--- config.mk ---
export PLATFORM = sky130hd
export DESIGN_NAME = rcpc_div
export DESIGN_NICKNAME = d
export VERILOG_FILES = /design/src/rtl/rcpc_pkg.sv /design/src/rtl/rcpc_div.sv
export SDC_FILE = /design/constraint.sdc
export NUM_CORES = 1
export LEC_CHECK = 0
export ABC_CLOCK_PERIOD_IN_PS = 20500
export BUFFER_PORTS_ARGS = -buffer_cell sky130_fd_sc_hd__buf_4
export CORE_ASPECT_RATIO = 1.75
export CORE_MARGIN = 1.5
export CORE_UTILIZATION = 55
export CTS_CLUSTER_SIZE = 24
export DETAILED_ROUTE_END_ITERATION = 10
export GPL_TIMING_DRIVEN = 0
export PLACE_DENSITY = 0.75
export SLEW_MARGIN = 20
export SYNTH_ARGS = -nofsm -noshare
export SYNTH_HDL_FRONTEND = slang
export SYNTH_SLANG_ARGS = --single-unit
--- constraint.sdc ---
create_clock -name clk -period 20.5 [get_ports clk]
set_clock_uncertainty 0.05 [all_clocks]
set_input_delay 5.125 -clock clk [delete_from_list [all_inputs] [get_ports clk]]
set_output_delay 5.125 -clock clk [all_outputs]
set_load 0.05 [all_outputs]
--- src/rtl/rcpc_pkg.sv ---
`default_nettype none
// ----------------------------------------------------------------------------
// rcpc_pkg: shared types and constants
// fixed point formats, item kinds and divider request/response structs
// ----------------------------------------------------------------------------
package rcpc_pkg;
  localparam int CW = 32;
  localparam int FB = 16;
  localparam int PW = 2 * CW;       // one exact product
  localparam int SW = PW + 3;       // sum of up to six products
  localparam int NW = SW + FB;      // shifted dividend width
  localparam int QCW = $clog2(NW + 1);
  localparam logic signed [CW-1:0] TMAX = {1'b0, {(CW-1){1'b1}}};
  localparam logic signed [CW-1:0] TMIN = {1'b1, {(CW-1){1'b0}}};

  // item kinds on the mode field
  localparam logic MODE_SETUP = 1'b0;
  localparam logic MODE_FACE  = 1'b1;

  typedef struct packed {
    logic          start;
    logic [SW-1:0] num_mag;
    logic [SW-1:0] den_mag;
    logic          neg;
  } div_req_t;

  typedef struct packed {
    logic                 done;
    logic signed [CW-1:0] quot;
  } div_rsp_t;
endpackage
`default_nettype wire

--- src/rtl/rcpc_div.sv ---
`default_nettype none
// ----------------------------------------------------------------------------
// rcpc_div: iterative restoring divider
// one quotient bit per cycle, signed result saturated to the coordinate range
// ----------------------------------------------------------------------------
module rcpc_div
  import rcpc_pkg::*;
(
  input  wire logic     clk,
  input  wire logic     rst,
  input  wire div_req_t req,
  output div_rsp_t      rsp
);
  logic [NW-1:0]  num;
  logic [SW:0]    rem;
  logic [NW-1:0]  quo;
  logic [SW-1:0]  den;
  logic           neg;
  logic [QCW-1:0] cnt;
  logic           busy;
  logic [SW:0]    trial;
  logic [SW:0]    diff;
  logic [NW-1:0]  qn;
  logic           sat;

  assign trial = {rem[SW-1:0], num[NW-1]};
  assign diff  = trial - {1'b0, den};
  assign qn    = {quo[NW-2:0], ~diff[SW]};
  assign sat   = neg ? (quo > NW'({1'b1, {(CW-1){1'b0}}}))
                     : (quo > NW'(TMAX));

  always_ff @(posedge clk) begin
    rsp.done <= 1'b0;
    if (rst) begin
      busy <= 1'b0;
      cnt  <= '0;
    end else if (req.start) begin
      busy <= 1'b1;
      cnt  <= QCW'(NW);
      num  <= {req.num_mag, {FB{1'b0}}};
      den  <= req.den_mag;
      neg  <= req.neg;
      rem  <= '0;
      quo  <= '0;
    end else if (busy) begin
      if (cnt == '0) begin
        busy     <= 1'b0;
        rsp.done <= 1'b1;
        if (sat) rsp.quot <= neg ? TMIN : TMAX;
        else     rsp.quot <= neg ? -quo[CW-1:0] : quo[CW-1:0];
      end else begin
        rem <= diff[SW] ? trial : diff;
        quo <= qn;
        num <= {num[NW-2:0], 1'b0};
        cnt <= cnt - 1'b1;
      end
    end
  end
endmodule
`default_nettype wire

==> results of run 1 <==
-- report_power, final --
| group | switching [mW] | internal, mW |
|---|---|---|
| sequential | 0.0255 | 0.794 |
| combinational | 0.238 | 0.174 |
| clock | 0.244 | 0.299 |
| total | 0.508 | 1.27 |
-- flip-flops by register name, summed over array words and instances (netlist names) --
signal and count:
quo 83, rem 67, num 67, rsp 33, busy 1, cnt 7
neg 1, den 67
-- area by class of cell --
cell class	instances	share of cell area, %
sequential	326	47.1
multi-input combinational	1037	34.7
timing repair buffer	186	7.84
clock buffer	40	3.87
tap	396	2.41
inverter	95	1.73
buffer	82	1.70
clock inverter	13	0.662
antenna	1	0.0122
-- how the worst min path moves through the flow --
stage	slack, ns	depth (start not counted)	to
2_1_floorplan	0.42	2	busy$_SDFF_PP0_
3_3_place_gp	0.43	2	busy$_SDFF_PP0_
3_5_place_dp	0.47	1	rsp[32]$_SDFF_PP0_
4_1_cts	0.49	1	rsp[32]$_SDFF_PP0_
5_1_grt	0.51	1	rsp[32]$_SDFF_PP0_
6_report	0.49	1	rsp[32]$_SDFF_PP0_
-- metal layers --
metal	routed length, um	vias to the layer above
met2	21000	357
li1	-	6079
met1	14500	6013
met3	1530	130
met5	0	-
met4	2350	0
-- cells by family (layout without fill, tap and decap cells) --
| family | after synthesis | after routing | synth area share (%) |
|---|---|---|---|
| xor+xnor | 96 | 96 | 4.80 |
| other cells | 0 | 1 | 0 |
| buf+inv | 177 | 416 | 4.03 |
| simple gates | 425 | 425 | 12.3 |
| flops | 326 | 326 | 55.3 |
| mux | 90 | 90 | 5.61 |
| fa+ha+maj | 72 | 72 | 5.18 |
| compound gates | 354 | 354 | 12.7 |
-- through the flow --
step           std cells  utilization, %  setup slack, ns
2_1_floorplan       1540               -             3.83
3_3_place_gp        2106            61.4           -0.648
3_5_place_dp        2122            62.6            12.88
4_1_cts             2175            65.5            13.49
5_1_grt             2176            65.5            13.38
6_report            2176            65.5            13.49
-- cell usage after synthesis, types with 19 or more instances --
| cell type | number |
|---|---|
| ha_1 | 71 |
| mux2i_1 | 24 |
| nand2_1 | 65 |
| nor4_1 | 24 |
| inv_1 | 95 |
| edfxtp_1 | 317 |
| nand3_1 | 19 |
| clkbuf_1 | 64 |
| xor2_1 | 52 |
| mux2_2 | 66 |
| nor3_1 | 19 |
| a21o_1 | 44 |
| a21oi_1 | 122 |
| xnor2_1 | 44 |
| nor2_1 | 132 |
| nor2b_1 | 87 |
| nand4_1 | 32 |
| o21ai_0 | 88 |
-- critical path: stages --
cell	delay (ns)
buf_4	0.12
buf_1	0.30
clkbuf_1	0.38
nor4b_2	0.57
buf_4	0.25
buf_2	0.23
buf_2	0.25
-- layout by cell type, fill, tap and decap left out, types with 24 or more instances in the layout --
cell       count
mux2_2        66
xor2_1        52
nor2b_1       87
nand4_1       32
buf_4        178
edfxtp_1     317
inv_1         95
ha_1          71
a21o_1        44
clkbuf_1      72
xnor2_1       44
nand2_1       65
nor4_1        24
mux2i_1       24
nor2_1       131
a21oi_1      121
clkbuf_16     29
o21ai_0       88
==> impl_metrics.env, run 1 <==
export IMPL_status="complete, no violations"
export IMPL_reg2reg_depth=15
export IMPL_ys_ff_latch=326
export IMPL_cts_buffer_depth=3
export IMPL_seq_area_frac_synth_pct=55.3
export IMPL_regArea_um2=9700
export IMPL_final_max_slew_viol_count=0
export IMPL_cts_sinks=326
export IMPL_cts_buffers=29
export IMPL_start_kind="input port"
export IMPL_use_met1_pct=26.6
export IMPL_tns_ns=0
export IMPL_routed_wirelength_mm=39.4
export IMPL_setup_worst_path_end="rsp[14]$_DFFE_PP_"
export IMPL_multi_input_area_um2=7140
export IMPL_p_leak_nw=8.05
export IMPL_grt_pass1_vias=12900
export IMPL_synth_top_area_share_pct=54.3
export IMPL_place_gp_congestion=0.943
export IMPL_grt_max_degree=30
export IMPL_vias_per_cell=5.78
export IMPL_hold_path_class="reg -> reg"
export IMPL_clkLatencyLatePin_ns=0.58
export IMPL_nNetsFinal=1967
export IMPL_ioPinCount=171
export IMPL_gr_usage_met3_pct=2.40
export IMPL_area_growth_pct=17.5
export IMPL_drc_errors=0
export IMPL_yosysWarnings=0
export IMPL_hold_buffers=0
export IMPL_min_delay_start="busy$_SDFF_PP0_"
export IMPL_grt_overflow=0
export IMPL_worst_pin_slew_ns=0.812
export IMPL_grt_first_pass_wirelength_mm=62.9
export IMPL_wl_per_cell_um=18.1
export IMPL_cts_max_level=1
export IMPL_antenna_left=0
export IMPL_avgSynthCellArea_um2=11.4
export IMPL_die_w_um=138
export IMPL_clock_fmax_mhz=143
export IMPL_yosysTopAreaCell="edfxtp_1"
export IMPL_synth_async_reset_ratio_pct=0
export IMPL_critPathKind="in -> reg"
export IMPL_antenna_found_initial=1
export IMPL_arrival_ns=7.24
export IMPL_worstSetupEndpointType="flip-flop"
export IMPL_syn_inst=1540
export IMPL_yosys_cell_types_count=69
export IMPL_dp_hpwl_mm=29.5
export IMPL_setup_viol=0
export IMPL_io_buffers=170
export IMPL_fin_total_pwr_mw=1.78
export IMPL_busiest_layer="met2"
export IMPL_grt_usage_pct=24.3
export IMPL_cts_tree="yes"
export IMPL_period_minus_slack_ns=7.01
export IMPL_syn_nets=1750
export IMPL_required_ns=20.72
export IMPL_fp_dieArea_um2=33000
export IMPL_drtPass1Iterations=5
export IMPL_reg2reg_from="num[82]$_DFFE_PP_"
export IMPL_rows=86
export IMPL_drtIter0Drc=691
export IMPL_dieHeight_um=239
export IMPL_syn_area_um2=17500
export IMPL_ir_drop_uv=87.9
export IMPL_crit_start="req[135]"
export IMPL_yosys_top_cells_area="edfxtp_1, ha_1, mux2_2, a21oi_1, nor2b_1"
export IMPL_cts_clk_slew_worst_paths_ns=0.07
export IMPL_fin_crit_sh_pct=34.2
export IMPL_synth_edf_count=317
export IMPL_grt_use_met2_pct=44.8
export IMPL_maxCapViolations=0
export IMPL_relSlewSlack_pct=45.9
export IMPL_powerDensity_nw_per_um2=86.2
export IMPL_post_cts_resized=0
export IMPL_synthFlopType="edfxtp_1"
export IMPL_whs_ns=0.489
export IMPL_finalHoldViolations=0
export IMPL_vias=12600
export IMPL_start_util_pct=55.8
export IMPL_r2r_end="rem[64]$_SDFFCE_PP0P_"
export IMPL_fillCellCount=2497
export IMPL_cts_root_buf="clkbuf_16"
export IMPL_r2r_slack_ns=16.15
export IMPL_core_um2=31400
export IMPL_cp_max_fo=10
export IMPL_cts_setup_buffers=0
export IMPL_fin_area_um2=20600
export IMPL_placement_cell_area_um2=19700
export IMPL_drive_gt1_share_pct=18.3
export IMPL_rsz0062_at_grt="no"
Power figures use the tool's default switching activity.
==> run 2: changes to the inputs <==
--- a/config.mk
+++ b/config.mk
@@ -5,15 +5,15 @@
 export SDC_FILE = /design/constraint.sdc
 export NUM_CORES = 1
 export LEC_CHECK = 0
-export ABC_CLOCK_PERIOD_IN_PS = 20500
+export ABC_CLOCK_PERIOD_IN_PS = 5950
 export BUFFER_PORTS_ARGS = -buffer_cell sky130_fd_sc_hd__buf_4
 export CORE_ASPECT_RATIO = 1.75
 export CORE_MARGIN = 1.5
-export CORE_UTILIZATION = 55
+export CORE_UTILIZATION = 54
 export CTS_CLUSTER_SIZE = 24
 export DETAILED_ROUTE_END_ITERATION = 10
 export GPL_TIMING_DRIVEN = 0
-export PLACE_DENSITY = 0.75
+export PLACE_DENSITY = 0.77
 export SLEW_MARGIN = 20
 export SYNTH_ARGS = -nofsm -noshare
 export SYNTH_HDL_FRONTEND = slang
==> constraint.sdc (replaced) <==
create_clock -name clk -period 5.95 [get_ports clk]
set_clock_uncertainty 0.05 [all_clocks]
set_input_delay 1.4875 -clock clk [delete_from_list [all_inputs] [get_ports clk]]
set_output_delay 1.4875 -clock clk [all_outputs]
set_load 0.05 [all_outputs]
==> run 2 against run 1 <==
Against the previous run: the flow now finishes with violations (design-rule violations); clock power rose to 3.8 times the previous value; hold slack better by 0.0073 ns; sequential share of layout area decreased by 0.36 points; combinational power rose to 3.5 times the previous value; routed wire length increased by 0.31%; design area grew 0.78%; core utilization decreased by 0.91 points; worst setup slack worse by 12 ns; flip-flop and latch count did not move; clock-buffer cell count down 4; non-clock buffer count grew 1; die area grew 1.8%; largest cell class unchanged; largest power group unchanged.
==> impl_metrics.env, run 2 (same netlist as run 1, synthesis figures left out) <==
export IMPL_fin_crit_sh_pct=74.5
export IMPL_start_kind="flip-flop"
export IMPL_finalHoldViolations=0
export IMPL_cts_buffers=31
export IMPL_drtPass1Iterations=9
export IMPL_p_seq_share_pct=44.7
export IMPL_largest_register_ffs=83
export IMPL_rsz0062_at_grt="no"
export IMPL_worstSetupEndpointType="flip-flop"
export IMPL_grt_usage_pct=23.4
export IMPL_power_switching_mw=1.81
export IMPL_cts_root_buf="clkbuf_16"
export IMPL_antenna_left=0
export IMPL_required_ns=6.25
export IMPL_hold_buffers=0
export IMPL_grt_max_degree=29
export IMPL_crit_slowest_cell="fa_1"
export IMPL_vias_per_cell=5.81
export IMPL_fp_dieArea_um2=33600
export IMPL_maxCapViolations=0
export IMPL_cts_buffer_depth=3
export IMPL_hold_path_class="reg -> reg"
export IMPL_worst_pin_slew_ns=0.851
export IMPL_final_cell_mix="edfxtp_1, buf_4, nor2_1"
export IMPL_antenna_found_initial=0
export IMPL_drive_gt1_share_pct=18.8
export IMPL_grt_overflow=0
export IMPL_clock_fmax_mhz=226
export IMPL_critPathKind="reg -> reg"
export IMPL_p_leak_nw=8.12
export IMPL_final_max_slew_viol_count=0
export IMPL_period_minus_slack_ns=4.43
export IMPL_routed_wirelength_mm=39.5
export IMPL_status="finished, violations left"
export IMPL_start_util_pct=54.6
export IMPL_grt_pass1_vias=12800
export IMPL_drc_errors=12
export IMPL_rows=87
export IMPL_powerDensity_nw_per_um2=305
export IMPL_clkLatencyLatePin_ns=0.60
export IMPL_crit_chain="inv_1 > ha_1 > inv_1 > fa_1 > a211oi_1 > o21ai_0 > nand3_1 > o211ai_1 > a31o_2 > a211oi_2 > a211oi_1 > a221oi_2 > a21oi_1 > or3_1 > a32o_1"
export IMPL_setup_viol=0
export IMPL_ioPinCount=171
export IMPL_mostFrequentLayoutCell="edfxtp_1"
export IMPL_fin_total_pwr_mw=6.32
export IMPL_p_comb_share_pct=22.6
export IMPL_area_growth_pct=18.4
export IMPL_core_um2=32100
export IMPL_antennaDiodeCount=0
export IMPL_cp_max_fo=4
export IMPL_cpPeakStageDelay_ns=0.43
export IMPL_arrival_ns=4.73
export IMPL_dieHeight_um=241
export IMPL_regMostFlops="quo"
export IMPL_io_buffers=170
export IMPL_tns_ns=0
export IMPL_cts_sinks=326
export IMPL_place_gp_congestion=0.962
export IMPL_cts_tree="yes"
export IMPL_die_w_um=139
export IMPL_cts_setup_buffers=0
export IMPL_relSlewSlack_pct=43.2
export IMPL_utilization_pct=64.6
export IMPL_drtIter0Drc=906
export IMPL_dp_hpwl_mm=29.2
export IMPL_cts_max_level=1
export IMPL_ir_drop_uv=235
export IMPL_grt_first_pass_wirelength_mm=62.9
export IMPL_clkPwrFrac_pct=32.7
export IMPL_cts_clk_slew_worst_paths_ns=0.07
export IMPL_fillCellCount=2455
export IMPL_switching_share_pct=28.6
export IMPL_internal_power_mw=4.51
export IMPL_post_cts_resized=0
export IMPL_violations="design-rule violations"
export IMPL_nNetsFinal=1970
export IMPL_wl_per_cell_um=18.1
export IMPL_vias=12700
[run 2: worst max-delay path: cells and delay by family (launching register included)]
kind	cells	cell delay [ns]
buffers and inverters	2	0.14
AO/OA/AOI/OAI	9	2.56
adder cells (fa/ha/maj)	2	0.60
flip-flops	1	0.40
AND/OR/NAND/NOR	2	0.43
[run 2: layout make-up]
type | count | area, um^2 | area share [%]
plain buffers | 82 | 350 | 1.69
clock buffers | 36 | 825 | 3.97
clock inverters | 22 | 241 | 1.16
inverters | 95 | 357 | 1.72
multi-input cells | 1037 | 7140 | 34.4
flip-flops and latches | 326 | 9700 | 46.7
well taps | 400 | 500 | 2.41
repair buffers | 187 | 1640 | 7.90
[run 2: stage by stage]
| stage | cell area (um^2) | cells | worst slack [ns] | hold slack, ns |
|---|---|---|---|---|
| after detailed placement | 19700 | 2127 | 1.59 | 0.475 |
| after floorplan | 17500 | 1540 | 0.0397 | 0.427 |
| after CTS | 20800 | 2185 | 1.57 | 0.498 |
| after global placement | 19300 | 2110 | -1.61 | 0.468 |
| final | 20800 | 2185 | 1.52 | 0.496 |
| after global routing | 20800 | 2185 | 1.35 | 0.516 |
[run 2: worst paths after layout]
check                           depth (start not counted)  slack [ns]              start                     to
worst max-delay path                                   15        1.52  num[82]$_DFFE_PP_  rem[64]$_SDFFCE_PP0P_
worst min-delay path                                    1        0.50  num[46]$_DFFE_PP_      num[47]$_DFFE_PP_
worst max register to register                         15        1.52  num[82]$_DFFE_PP_  rem[64]$_SDFFCE_PP0P_
worst min register to register                          1        0.50  num[46]$_DFFE_PP_      num[47]$_DFFE_PP_
[run 2: metal layers]
metal / GRT usage (%) / wire (um) / vias up
met5: 0 / 0 / -
met4: 12.8 / 1920 / 0
met3: 3.06 / 2020 / 133
li1: - / - / 6085
met2: 44.1 / 20900 / 434
met1: 25.4 / 14600 / 6045
[run 2: power by group through the flow]
stage               clock network [mW]  registers (mW)  logic (mW)
floorplan                            0            2.86        1.02
global placement                     0            2.89        1.33
detailed placement                   0            2.87        1.41
CTS                               2.10            2.83        1.41
global route                      2.18            2.84        1.58
finish                            2.07            2.83        1.43
